`config.mk`:
```
export PLATFORM = sky130hd
export DESIGN_NAME = sensor_reply_frame_receiver_top
export DESIGN_NICKNAME = d
export VERILOG_FILES = /design/src/rtl/srfr_pkg.sv /design/src/rtl/srfr_cfg.sv /design/src/rtl/srfr_parser.sv /design/src/rtl/sensor_reply_frame_receiver_top.sv
export SDC_FILE = /design/constraint.sdc
export NUM_CORES = 1
export LEC_CHECK = 0
export ABC_AREA = 1
export BUFFER_PORTS_ARGS = -buffer_cell sky130_fd_sc_hd__buf_4
export CAP_MARGIN = 20
export CORE_MARGIN = 4
export CORE_UTILIZATION = 55
export CTS_BUF_LIST = sky130_fd_sc_hd__clkbuf_8
export DETAILED_ROUTE_END_ITERATION = 16
export GPL_ROUTABILITY_DRIVEN = 0
export HOLD_SLACK_MARGIN = 0.02
export PLACE_DENSITY = 0.78
export SYNTH_ARGS = -nofsm -noshare
export SYNTH_HDL_FRONTEND = slang
export SYNTH_SLANG_ARGS = --single-unit
```
`constraint.sdc`:
```
create_clock -name clk -period 11.1 [get_ports clk]
set_input_delay 0.555 -clock clk [delete_from_list [all_inputs] [get_ports clk]]
set_output_delay 0.555 -clock clk [all_outputs]
set_load 0.1 [all_outputs]
```
`src/rtl/srfr_pkg.sv`:
```
package srfr_pkg;

	localparam logic [7:0] START_CODE   = 8'hFF;
	localparam int         PAYLOAD_LEN  = 6;
	localparam int         COUNT_W      = $clog2(PAYLOAD_LEN + 1);
	localparam logic [7:0] CMD_RESET    = 8'd134;

	// Register word indexes on the configuration port.
	localparam logic REG_EXPECTED_COMMAND = 1'b0;

	typedef logic [PAYLOAD_LEN-1:0][7:0] payload_t;

	// Parser phase, one-hot.
	typedef enum logic [3:0] {
		PH_HUNT  = 4'b0001,
		PH_CMD   = 4'b0010,
		PH_DATA  = 4'b0100,
		PH_CHECK = 4'b1000
	} phase_t;

	// One result word as it leaves the parser.
	typedef struct packed {
		logic     frame_end;
		logic     frame_good;
		payload_t payload;
	} result_t;

endpackage

```
`src/rtl/srfr_cfg.sv`:
```
module srfr_cfg (
	input  logic        clk,
	input  logic        arst_n,
	input  logic        psel,
	input  logic        penable,
	input  logic        pwrite,
	input  logic [2:0]  paddr,
	input  logic [31:0] pwdata,
	output logic [31:0] prdata,
	output logic        pready,
	output logic [7:0]  expected_command
);
	import srfr_pkg::*;

	logic [7:0] cmd_q;
	logic       wr_en;
	logic       hit;

	assign pready = 1'b1;
	assign hit    = (paddr[2] == REG_EXPECTED_COMMAND);
	assign wr_en  = psel & penable & pwrite & pready & hit;

	always_ff @(posedge clk or negedge arst_n) begin
		if (!arst_n) begin
			cmd_q <= CMD_RESET;
		end else if (wr_en) begin
			cmd_q <= pwdata[7:0];
		end
	end

	assign prdata           = hit ? {24'd0, cmd_q} : 32'd0;
	assign expected_command = cmd_q;

endmodule

```
`src/rtl/srfr_parser.sv`:
```
module srfr_parser (
	input  logic              clk,
	input  logic              arst_n,
	input  logic              accept,
	input  logic [7:0]        rx_byte,
	input  logic [7:0]        expected_command,
	output srfr_pkg::result_t result
);
	import srfr_pkg::*;

	phase_t               phase_q,  phase_d;
	logic [COUNT_W-1:0]   count_q,  count_d;
	logic [7:0]           sum_q,    sum_d;
	payload_t             store_q,  store_d;
	logic [7:0]           sum_add;
	logic [COUNT_W-1:0]   count_inc;

	assign sum_add   = sum_q + rx_byte;
	assign count_inc = count_q + COUNT_W'(1);

	always_comb begin
		phase_d           = phase_q;
		count_d           = count_q;
		sum_d             = sum_add;
		store_d           = store_q;
		result.frame_end  = 1'b0;
		result.frame_good = 1'b0;
		case (phase_q)
			PH_HUNT: begin
				if (rx_byte == START_CODE) begin
					sum_d   = 8'd0;
					phase_d = PH_CMD;
				end
			end
			PH_CMD: begin
				if (rx_byte == expected_command) begin
					count_d = '0;
					phase_d = PH_DATA;
				end else if (rx_byte == START_CODE) begin
					// A mismatching 0xFF may itself open a new frame.
					sum_d   = 8'd0;
					phase_d = PH_CMD;
				end else begin
					phase_d = PH_HUNT;
				end
			end
			PH_DATA: begin
				if (count_q < COUNT_W'(PAYLOAD_LEN)) begin
					store_d[count_q] = rx_byte;
				end
				count_d = count_inc;
				if (count_inc >= COUNT_W'(PAYLOAD_LEN)) begin
					phase_d = PH_CHECK;
				end
			end
			PH_CHECK: begin
				phase_d           = PH_HUNT;
				result.frame_end  = 1'b1;
				result.frame_good = (sum_add == 8'd0);
			end
			default: begin
				phase_d = PH_HUNT;
			end
		endcase
		result.payload = store_d;
	end

	always_ff @(posedge clk or negedge arst_n) begin
		if (!arst_n) begin
			phase_q <= PH_HUNT;
			count_q <= '0;
			sum_q   <= 8'd0;
			store_q <= '0;
		end else if (accept) begin
			phase_q <= phase_d;
			count_q <= count_d;
			sum_q   <= sum_d;
			store_q <= store_d;
		end
	end

	a_count_range: assert property (@(posedge clk) disable iff (!arst_n)
		count_q <= COUNT_W'(PAYLOAD_LEN))
		else $error("payload count out of range");

	a_check_count: assert property (@(posedge clk) disable iff (!arst_n)
		(phase_q == PH_CHECK) |-> (count_q == COUNT_W'(PAYLOAD_LEN)))
		else $error("check phase reached without a full payload");

	a_end_to_hunt: assert property (@(posedge clk) disable iff (!arst_n)
		(accept && result.frame_end) |=> (phase_q == PH_HUNT))
		else $error("parser did not return to hunting after frame end");

endmodule

```
`src/rtl/sensor_reply_frame_receiver_top.sv`:
```
// Receiver for nine-byte sensor reply frames. Each accepted input word is one
// received byte, and every byte yields exactly one registered result word.
// A frame is a 0xFF start byte, a command byte that must equal the
// expected_command register (byte address 0, reset value 0x86), six payload
// bytes and a check byte. The frame is good when the 8-bit sum of all bytes
// after the start byte, check byte included, is zero. A result carries
// frame_end (set on the check byte), frame_good (set only with frame_end)
// and the six payload bytes as stored after that byte, so between frames
// they repeat the last payload. When the command byte does not match, the
// same byte is looked at again as a possible start byte. The block sustains
// one byte per clock: the parser updates its state in the cycle a byte is
// accepted, and its result goes into a two-word output buffer. The input is
// stalled only while the second buffer word is occupied, which starts when a
// word arrives behind a stalled output and lasts until the cycle in which the
// output takes its current word and the held word moves up.
// Write expected_command only while the block is idle.
module sensor_reply_frame_receiver_top (
	input  logic        clk,
	input  logic        arst_n,
	input  logic        in_valid,
	output logic        in_stall,
	input  logic [7:0]  rx_byte,
	output logic        out_valid,
	input  logic        out_stall,
	output logic        frame_end,
	output logic        frame_good,
	output logic [7:0]  payload_0,
	output logic [7:0]  payload_1,
	output logic [7:0]  payload_2,
	output logic [7:0]  payload_3,
	output logic [7:0]  payload_4,
	output logic [7:0]  payload_5,
	input  logic        psel,
	input  logic        penable,
	input  logic        pwrite,
	input  logic [2:0]  paddr,
	input  logic [31:0] pwdata,
	output logic [31:0] prdata,
	output logic        pready
);
	import srfr_pkg::*;

	logic       in_acc;
	logic       out_fire;
	logic [7:0] expected_command;
	result_t    new_res;

	// Main output word and the skid word behind it.
	logic       out_valid_q;
	result_t    out_res_q;
	logic       skid_valid_q;
	result_t    skid_res_q;

	srfr_cfg u_cfg (
		.clk              (clk),
		.arst_n           (arst_n),
		.psel             (psel),
		.penable          (penable),
		.pwrite           (pwrite),
		.paddr            (paddr),
		.pwdata           (pwdata),
		.prdata           (prdata),
		.pready           (pready),
		.expected_command (expected_command)
	);

	srfr_parser u_parser (
		.clk              (clk),
		.arst_n           (arst_n),
		.accept           (in_acc),
		.rx_byte          (rx_byte),
		.expected_command (expected_command),
		.result           (new_res)
	);

	// The input stalls only when the skid word is occupied, which is a
	// registered condition, so the stall never depends on this cycle's valid.
	assign in_stall = skid_valid_q;
	assign in_acc   = in_valid & ~in_stall;
	assign out_fire = out_valid_q & ~out_stall;

	always_ff @(posedge clk or negedge arst_n) begin
		if (!arst_n) begin
			out_valid_q  <= 1'b0;
			skid_valid_q <= 1'b0;
		end else if (out_fire || !out_valid_q) begin
			// The main word is free: the skid word moves up first, else a new word.
			out_valid_q  <= skid_valid_q | in_acc;
			skid_valid_q <= 1'b0;
		end else if (in_acc) begin
			skid_valid_q <= 1'b1;
		end
	end

	always_ff @(posedge clk) begin
		if (out_fire || !out_valid_q) begin
			if (skid_valid_q) begin
				out_res_q <= skid_res_q;
			end else if (in_acc) begin
				out_res_q <= new_res;
			end
		end else if (in_acc) begin
			skid_res_q <= new_res;
		end
	end

	assign out_valid  = out_valid_q;
	assign frame_end  = out_res_q.frame_end;
	assign frame_good = out_res_q.frame_good;
	assign payload_0  = out_res_q.payload[0];
	assign payload_1  = out_res_q.payload[1];
	assign payload_2  = out_res_q.payload[2];
	assign payload_3  = out_res_q.payload[3];
	assign payload_4  = out_res_q.payload[4];
	assign payload_5  = out_res_q.payload[5];

	a_skid_behind_main: assert property (@(posedge clk) disable iff (!arst_n)
		skid_valid_q |-> out_valid_q)
		else $error("skid word held while main output word is empty");

	a_good_needs_end: assert property (@(posedge clk) disable iff (!arst_n)
		out_valid_q |-> (!out_res_q.frame_good || out_res_q.frame_end))
		else $error("good flag shown without frame end");

	a_no_drop: assert property (@(posedge clk) disable iff (!arst_n)
		(out_valid_q && out_stall && !skid_valid_q && in_acc) |=> skid_valid_q)
		else $error("accepted word not kept while output is stalled");

endmodule
```
==> results of run 1 <==
-- per-stage QoR --
| step | instances | hold slack, ns | cell area [um^2] | power [W] | setup WS, ns |
|---|---|---|---|---|---|
| after CTS | 1132 | 0.2621 | 9020 | 0.001604 | 8.151 |
| after global routing | 1132 | 0.3022 | 9020 | 0.001674 | 7.913 |
| final | 1132 | 0.2295 | 9020 | 0.001595 | 8.146 |
| after floorplan | 887 | 0.2594 | 8074 | 0.001117 | 6.759 |
| after global placement | 1100 | 0.4609 | 8652 | 0.001185 | 8.267 |
| after detailed placement | 1100 | 0.4651 | 8652 | 0.001195 | 8.154 |
-- synth_stat cells (3+ instances only) --
master    instances  share of area
inv_1            74          0.035
o21ai_2          14          0.015
nand3_1          19          0.012
buf_1             6         0.0028
buf_2             6         0.0038
clkbuf_1         15         0.0070
nor2_1           38          0.018
a21oi_1          12         0.0075
nand4_1           6         0.0047
inv_2             3         0.0014
dfrtp_1          69           0.22
ha_1              9          0.014
o21ai_0          16          0.010
dfstp_2           4          0.013
buf_4            25          0.023
nand2_1         367           0.17
nor3_1            4         0.0025
o21ai_1          54          0.034
edfxtp_1        100           0.38
buf_6             3         0.0042
nand2_4           3         0.0042
nand3_4           4         0.0088
-- final cells by class --
cell class              instances  area, um^2
fillers                      1159        5022
inverters                      77       289.0
flip-flops and latches        173        4836
repair buffers                 88       660.6
clock inverters                15       133.9
well taps                     180       225.2
multi-input cells             582        2641
clock buffers                  17       234.0
-- path summary, 6_finish.rpt --
check / startpoint / to / slack [ns] / cells past startpoint
hold reg to reg: u_parser.store_q[4]$_DFFE_PN0P_ / u_parser.store_q[4]$_DFFE_PN0P_ / 0.48 / 2
max in group asynchronous: arst_n / in_stall$_DFFE_PN0P_ / 10.20 / 1
hold / removal: arst_n / u_parser.store_q[43]$_DFFE_PN0P_ / 0.23 / 1
min in group clk: pwdata[1] / u_cfg.expected_command[1]$_DFFE_PN1P_ / 0.33 / 3
setup / recovery: in_stall$_DFFE_PN0P_ / u_parser.phase_q[0]$_DFFE_PN1P_ / 8.15 / 9
setup reg to reg: in_stall$_DFFE_PN0P_ / u_parser.phase_q[0]$_DFFE_PN1P_ / 8.15 / 9
-- state kept, by name, indices dropped and copies added (netlist names) --
name and count:
frame_good 1, payload_3 8, payload_0 8, out_valid 1, skid_res_q 50, u_parser.store_q 48, frame_end 1, in_stall 1
u_parser.count_q 3, u_parser.phase_q 4, payload_4 8, payload_1 8, u_parser.sum_q 8, payload_5 8, u_cfg.expected_command 8, payload_2 8
-- worst max-delay path: cells and delay by family (launching register included) --
kind	cells	cell delay, ns
buffers and inverters	5	2.02
and+or+nand+nor	4	0.44
DFF	1	0.41
-- placed cells by master (no fill, tap or decap), types with 2 or more instances in the layout --
master / n
nand2_4: 3
nor2_2: 2
o21ai_0: 16
clkbuf_8: 17
nor2_4: 3
inv_1: 76
nor2_1: 37
nand3_4: 4
conb_1: 25
clkinvlp_4: 3
bufinv_16: 2
nand4_1: 6
clkinv_2: 3
inv_2: 3
o21ai_1: 54
edfxtp_1: 100
dfstp_2: 4
o21ai_2: 14
a21oi_1: 11
buf_4: 88
clkinv_1: 3
nor3_1: 4
clkinv_4: 2
nand2_1: 366
dfrtp_1: 68
nand3_1: 19
ha_1: 9
-- cells by family after synthesis --
| family | Yosys count |
|---|---|
| AND/OR/NAND/NOR | 448 |
| flip-flops | 173 |
| buffers and inverters | 132 |
| AO/OA/AOI/OAI | 97 |
| adder cells (fa/ha/maj) | 10 |
| XOR/XNOR | 2 |
| other | 2 |
-- report_power, final --
group | internal, W | leakage, nW | switching (W)
clock | 0.000195 | 0.186 | 0.000218
sequential | 0.000733 | 1.95 | 0.0000232
combinational | 0.0000967 | 2.31 | 0.000330
-- routing by layer --
metal  vias to the layer above  GRT usage
li1                       2870          -
met1                      2720     0.2867
met2                       216     0.3386
met3                        30    0.03736
met4                         0    0.07906
met5                         -          0
==> flow_summary.yaml, run 1 <==
setup_path:
  worstSetupPathType: "flip-flop to flip-flop"
  crit_slowest_cell: "inv_1"
  cp.arrival_ns: 3.36
  cp_max_fo: 78
  cpPeakStageDelay_ns: 0.65
  start_kind: "flip-flop"
  cp.required_ns: 11.50
  end_kind: "flip-flop"
  path_cells: "inv_2 > nand2_2 > buf_4 > inv_1 > buf_4 > nand3_2 > inv_1 > nand3_1 > nand3_1"
floorplanning:
  start_util: 0.5688
  dieArea_mm2: 0.01651
  ios: 135
  fp.dieH_um: 128.5
  core_area_mm2: 0.01404
  chipWidth_um: 128.5
  rows: 43
power:
  powerDensity_mw_per_mm2: 176.8
  max-vdd-ir-drop_uv: 81.43
  leakage_nw: 4.450
finish:
  utilization: 0.6423
  fin_nets: 999
  drive_above_1_share: 0.1607
  area_growth_pct: 12.92
  antenna_cells: 0
synth:
  yosys_warnings: 0
  synthSimpleGateAreaFrac: 0.2298
  avgSynthCellArea_um2: 9.245
  synthXorXnorAreaFrac: 0.002193
  syn_area_mm2: 0.007988
  synth_edf_count: 100
  synthFlopType: "edfxtp_1"
  synthMuxAreaShare: 0
  synth_fa_ha_area_frac: 0.01660
  ys_seq_elements: 173
  netlist_instances: 864
  seq_area_frac_synth: 0.6053
  synth_cell_types: 32
  async_flop_share: 0.4220
  synth_top_family_by_area: "simple AND/OR/NAND/NOR gates"
  synth_compound_gate_area_share: 0.06767
global_routing:
  grt_pass1_wl_um: 27240
  grt_usage: 0.2098
  grt_pass1_vias: 5433
  antenna_found_initial: 0
  grt_max_degree: 79
  gr-total-overflow: 0
timing:
  worstMarginPinSlew_ns: 0.9696
  grt_setup_unrepaired: "no"
  timing.setup.tns_ns: 0
  layout_min_cycle_time_ns: 2.954
  fmax_ghz: 0.3385
  setup_viol: 0
  fin_skew_ns: 0.01276
  finalHoldViolations: 0
  fin_crit_sh: 0.2661
  timing.slew.headroom: 0.3536
  slew_viol_final: 0
drt:
  drt_iter0_markers: 534
  routed_via_density: 5.155
  drt-wirelength-per-cell_um: 14.86
  wl_met1_um: 7104
  wirelength_um: 16830
  first_pass_iters: 6
  drc_errors: 0
  highest_layer: "met4"
  wl_met3_um: 1137
  wl_met2_um: 8235
  dr_total_vias: 5836
  ant_nets: 0
cts:
  tritoncts: "done"
  clock_sinks: 173
  h-tree-depth: 4
  cts_resized: 0
  cts_setup_buffers: 0
  root_buffer: "clkbuf_8"
  cts_buffers: 17
  clock_latency_ns: 0.46
  clkTransAtPathRegs_ns: 0.09
  clk_path_buf_depth: 2
  ctsHoldBuffers: 0
placed_design:
  hpwl_um: 11000
  numPortBuffers: 83
hold_path:
  worstHoldPathType: "input port to asynchronous set/reset pin"
flow_run:
  max-cap-violations: 0
outcome:
  outcome: "completed"
Note: power is estimated with default switching activity, not from simulation.
==> run 2, diff against run 1 <==
==> constraint.sdc (replaced) <==
create_clock -name clk -period 3.1 [get_ports clk]
set_input_delay 0.155 -clock clk [delete_from_list [all_inputs] [get_ports clk]]
set_output_delay 0.155 -clock clk [all_outputs]
set_load 0.1 [all_outputs]
==> flow_summary.yaml, run 2 (same netlist as run 1, synthesis figures left out) <==
power:
  max-vdd-ir-drop_uv: 316.7
  leakage_nw: 4.543
  p_sw_w: 0.002032
  switching_share: 0.3515
  clkPwrFrac: 0.265
  powerDensity_mw_per_mm2: 629.6
  pwr-share-seq: 0.469
  pwr-share-comb: 0.266
  power_w: 0.005780
  intPower_w: 0.003748
floorplanning:
  chipWidth_um: 128.5
  rows: 43
  core_area_mm2: 0.01404
  ios: 135
  start_util: 0.5688
  dieArea_mm2: 0.01651
  fp.dieH_um: 128.5
timing:
  fmax_ghz: 0.4591
  grt_setup_unrepaired: "no"
  timing.slew.headroom: 0.3719
  timing.setup.tns_ns: 0
  fin_ws_ns: 0.9220
  worstMarginPinSlew_ns: 0.9421
  hold_slack_ns: 0.07827
  fin_crit_sh: 0.7026
  layout_min_cycle_time_ns: 2.178
  fin_skew_ns: 0.01079
  finalHoldViolations: 0
  slew_viol_final: 0
  setup_viol: 0
setup_path:
  reg2reg_depth: 3
  cp.arrival_ns: 2.02
  start_kind: "flip-flop"
  cp.required_ns: 2.94
  worstSetupPathType: "flip-flop to primary output"
  end_kind: "primary output"
  cp_max_fo: 37
cts:
  clock_latency_ns: 0.46
  clk_path_buf_depth: 2
  cts_buffers: 17
  clock_sinks: 173
  cts_resized: 0
  tritoncts: "done"
  ctsHoldBuffers: 11
  cts_setup_buffers: 0
  clkTransAtPathRegs_ns: 0.08
  h-tree-depth: 4
  root_buffer: "clkbuf_8"
drt:
  ant_nets: 0
  routed_via_density: 5.047
  wirelength_um: 16310
  first_pass_iters: 6
  drc_errors: 0
  drt_iter0_markers: 408
  drt-wirelength-per-cell_um: 14.23
  dr_total_vias: 5784
outcome:
  outcome: "completed"
global_routing:
  antenna_found_initial: 0
  grt_pass1_vias: 5484
  grt_pass1_wl_um: 26940
  gr-total-overflow: 0
  grt_max_degree: 74
  grt_usage: 0.2071
finish:
  antenna_cells: 0
  drive_above_1_share: 0.1605
  final_common_cell: "nand2_1"
  final_cell_mix: "nand2_1 (366), edfxtp_1 (100), buf_4 (90)"
  largest_reg_flops: 50
  top_register: "skid_res_q"
  area_growth_pct: 14.94
  reg_top3: "skid_res_q (50), u_parser.store_q (48)"
  fin_nets: 1013
  utilization: 0.6538
hold_path:
  worstHoldPathType: "input port to flip-flop"
  min_path_cells: 3
placed_design:
  dp_slack_ns: 1.054
  numPortBuffers: 83
  hpwl_um: 10740
flow_run:
  max-cap-violations: 0
run 2: power groups by stage:
stage          Combinational (W)  Sequential, W  Clock (W)
6_report                 0.00154        0.00271    0.00153
5_1_grt                  0.00168        0.00273    0.00165
4_1_cts                  0.00154        0.00271    0.00156
3_5_place_dp             0.00152        0.00276          0
3_3_place_gp             0.00149        0.00275          0
2_1_floorplan           0.000870        0.00313          0
run 2: worst paths after layout:
| path | start | endpoint | slack, ns |
|---|---|---|---|
| min in group asynchronous | arst_n | u_parser.store_q[45]$_DFFE_PN0P_ | 0.36 |
| hold / removal | out_stall | in_stall$_DFFE_PN0P_ | 0.08 |
| max in group asynchronous | arst_n | in_stall$_DFFE_PN0P_ | 2.05 |
| setup reg to reg | in_stall$_DFFE_PN0P_ | payload_3[2]$_DFFE_PP_ | 1.09 |
| hold reg to reg | u_parser.store_q[12]$_DFFE_PN0P_ | u_parser.store_q[12]$_DFFE_PN0P_ | 0.48 |
| setup / recovery | in_stall$_DFFE_PN0P_ | in_stall | 0.92 |
run 2: worst max-delay path, stage by stage (launching register included):
cell and delay (ns):
dfrtp_2 0.75, buf_4 0.44, buf_4 0.36
run 2: metal layers:
layer / up-vias / GRT usage / routed length, um
met3: 24 / 0.05562 / 1011
met4: 0 / 0.06856 / 260
met2: 182 / 0.3322 / 7778
met1: 2682 / 0.2771 / 7257
li1: 2896 / - / -
met5: - / 0 / 0
run 2: cell type report:
| cell class | instances | area (um^2) |
|---|---|---|
| fillers | 1129 | 4861 |
| flip-flops and latches | 173 | 4836 |
| multi-input cells | 582 | 2641 |
| repair buffers | 102 | 805.8 |
| inverters | 77 | 289.0 |
| clock buffers | 20 | 275.3 |
| well taps | 180 | 225.2 |
| clock inverters | 12 | 108.9 |
run 2: stage by stage:
stage          cells  area (um^2)
3_3_place_gp    1103         8687
3_5_place_dp    1103         8687
4_1_cts         1146         9181
6_report        1146         9181
5_1_grt         1146         9181
2_1_floorplan    887         8093
==> run 3, diff against run 2 <==
==> constraint.sdc (replaced) <==
create_clock -name clk -period 2.1 [get_ports clk]
set_input_delay 0.105 -clock clk [delete_from_list [all_inputs] [get_ports clk]]
set_output_delay 0.105 -clock clk [all_outputs]
set_load 0.1 [all_outputs]
==> flow_summary.yaml, run 3 (same netlist as run 1, synthesis figures left out) <==
finish:
  area_growth_pct: 17.07
  reg_top3: "skid_res_q (50), u_parser.store_q (48)"
  final_common_cell: "nand2_1"
  fill_cells: 1102
  fin_nets: 1022
  top_register: "skid_res_q"
  antenna_cells: 0
  drive_above_1_share: 0.1692
  largest_reg_flops: 50
  final_cell_mix: "nand2_1 (366), edfxtp_1 (100), buf_4 (93)"
setup_path:
  cp_max_fo: 3
  cpPeakStageDelay_ns: 0.35
  crit_slowest_cell: "dfrtp_1"
  cp.arrival_ns: 2.12
  crit_family: "simple AND/OR/NAND/NOR gates"
  crit_path_start: "u_parser.sum_q[0]$_DFFE_PN0P_"
  cp.required_ns: 2.32
  end_kind: "flip-flop"
  path_cells: "ha_1 > inv_1 > fa_2 > inv_1 > nand2_1 > nand2_1 > nand3_1 > nand2_1 > nand2_1 > nand2_1 > nor2_1 > nand2_1 > a21oi_2"
  r2r-start: "u_parser.sum_q[0]$_DFFE_PN0P_"
  start_kind: "flip-flop"
  cp_common_cell: "nand2_1"
  crit_buf_inv: 2
  worstSetupPathType: "flip-flop to flip-flop"
timing:
  timing.slew.headroom: 0.6214
  slew_viol_final: 0
  setup_viol: 0
  layout_min_cycle_time_ns: 1.898
  fin_skew_ns: 0.007637
  finalHoldViolations: 0
  hold_slack_ns: 0.05589
  fmax_ghz: 0.5268
  timing.setup.tns_ns: 0
  grt_setup_unrepaired: "no"
  worstMarginPinSlew_ns: 0.5662
  fin_crit_sh: 0.9039
floorplanning:
  fp.dieH_um: 128.5
  start_util: 0.5688
  ios: 135
  core_area_mm2: 0.01404
  rows: 43
  dieArea_mm2: 0.01651
  chipWidth_um: 128.5
cts:
  tritoncts: "done"
  clk_path_buf_depth: 2
  root_buffer: "clkbuf_8"
  h-tree-depth: 4
  cts_buffers: 17
  clock_sinks: 173
  clkTransAtPathRegs_ns: 0.08
  clock_latency_ns: 0.47
  cts_setup_buffers: 0
power:
  pwr-share-comb: 0.262
  intPower_w: 0.005822
  p_sw_w: 0.003045
  switching_share: 0.3434
  clkPwrFrac: 0.288
  leakage_nw: 4.609
  powerDensity_mw_per_mm2: 948.3
  pwr-share-seq: 0.450
  max-vdd-ir-drop_uv: 518.0
placed_design:
  hpwl_um: 11370
  numPortBuffers: 83
drt:
  routed_via_density: 5.162
  ant_nets: 0
  drc_errors: 0
  dr_total_vias: 5962
  drt-wirelength-per-cell_um: 14.72
  drt_iter0_markers: 601
  wirelength_um: 17010
  first_pass_iters: 5
global_routing:
  grt_pass1_wl_um: 28190
  gr-total-overflow: 0
  grt_usage: 0.2181
  grt_max_degree: 50
  antenna_found_initial: 0
  grt_pass1_vias: 5714
hold_path:
  worstHoldPathType: "input port to flip-flop"
  hp-start: "rx_byte[3]"
outcome:
  outcome: "completed"
flow_run:
  max-cap-violations: 0
run 3: cell count changes in the layout (fill, tap and decap cells not counted), moves of 2 or more:
cell | before | now
inv_1 | 80 | 77
bufinv_16 | 2 | 5
dlygate4sd3_1 | 11 | 16
buf_4 | 90 | 93
clkinv_2 | 2 | 4
clkbuf_8 | 20 | 17
run 3: metrics by stage:
stage / power [W] / utilization / cells / setup slack (ns) / cell area, um^2
after floorplan: 0.005911 / - / 887 / -0.05669 / 8135
after global placement: 0.006293 / 0.6230 / 1107 / 0.2669 / 8748
after detailed placement: 0.006349 / 0.6230 / 1107 / 0.1852 / 8748
after CTS: 0.008914 / 0.6655 / 1155 / 0.1827 / 9345
after global routing: 0.009284 / 0.6660 / 1155 / 0.04914 / 9351
final: 0.008868 / 0.6660 / 1155 / 0.2019 / 9351
run 3: routing by layer:
metal	vias up	track usage	routed length (um)
li1	2928	-	-
met1	2804	0.2857	7215
met2	200	0.3521	8345
met3	30	0.05230	1053
met4	0	0.09018	391
met5	-	0	0
run 3: worst paths after layout:
path	end	slack (ns)	cells after the start
worst max-delay path	frame_good$_DFFE_PP_	0.20	13
worst min register to register	u_parser.store_q[28]$_DFFE_PN0P_	0.48	2
worst min-delay path	skid_res_q[35]$_DFFE_PP_	0.06	3
max in group asynchronous	u_parser.phase_q[0]$_DFFE_PN1P_	1.33	3
min in group asynchronous	u_parser.store_q[33]$_DFFE_PN0P_	0.14	2
worst max register to register	frame_good$_DFFE_PP_	0.20	13
run 3: final cells by class:
class / count / area (um^2) / share of cell area
flip-flops and latches: 173 / 4840 / 0.5175
multi-input cells: 582 / 2660 / 0.2845
repair buffers: 111 / 898.4 / 0.09607
inverters: 77 / 291.5 / 0.03117
clock buffers: 17 / 234.0 / 0.02502
well taps: 180 / 225.2 / 0.02408
clock inverters: 15 / 202.7 / 0.02168
run 3: power groups by stage:
| stage | logic [W] | clock network (W) | registers [W] |
|---|---|---|---|
| after floorplan | 0.00129 | 0 | 0.00462 |
| after global placement | 0.00224 | 0 | 0.00405 |
| after detailed placement | 0.00229 | 0 | 0.00406 |
| after CTS | 0.00231 | 0.00261 | 0.00399 |
| after global routing | 0.00251 | 0.00276 | 0.00402 |
| final | 0.00232 | 0.00256 | 0.00399 |
run 3: repair_timing:
action / 4_1_cts / 5_1_grt
resized for setup: 0 / 2
endpoints found under the hold margin: 84 / 0
hold buffers: 16 / 0
setup endpoints to repair: 0 / 1
run 3: tightest hold or removal path, stage by stage:
cell     delay (ns)
buf_4          0.14
o21ai_1        0.12
inv_1          0.06
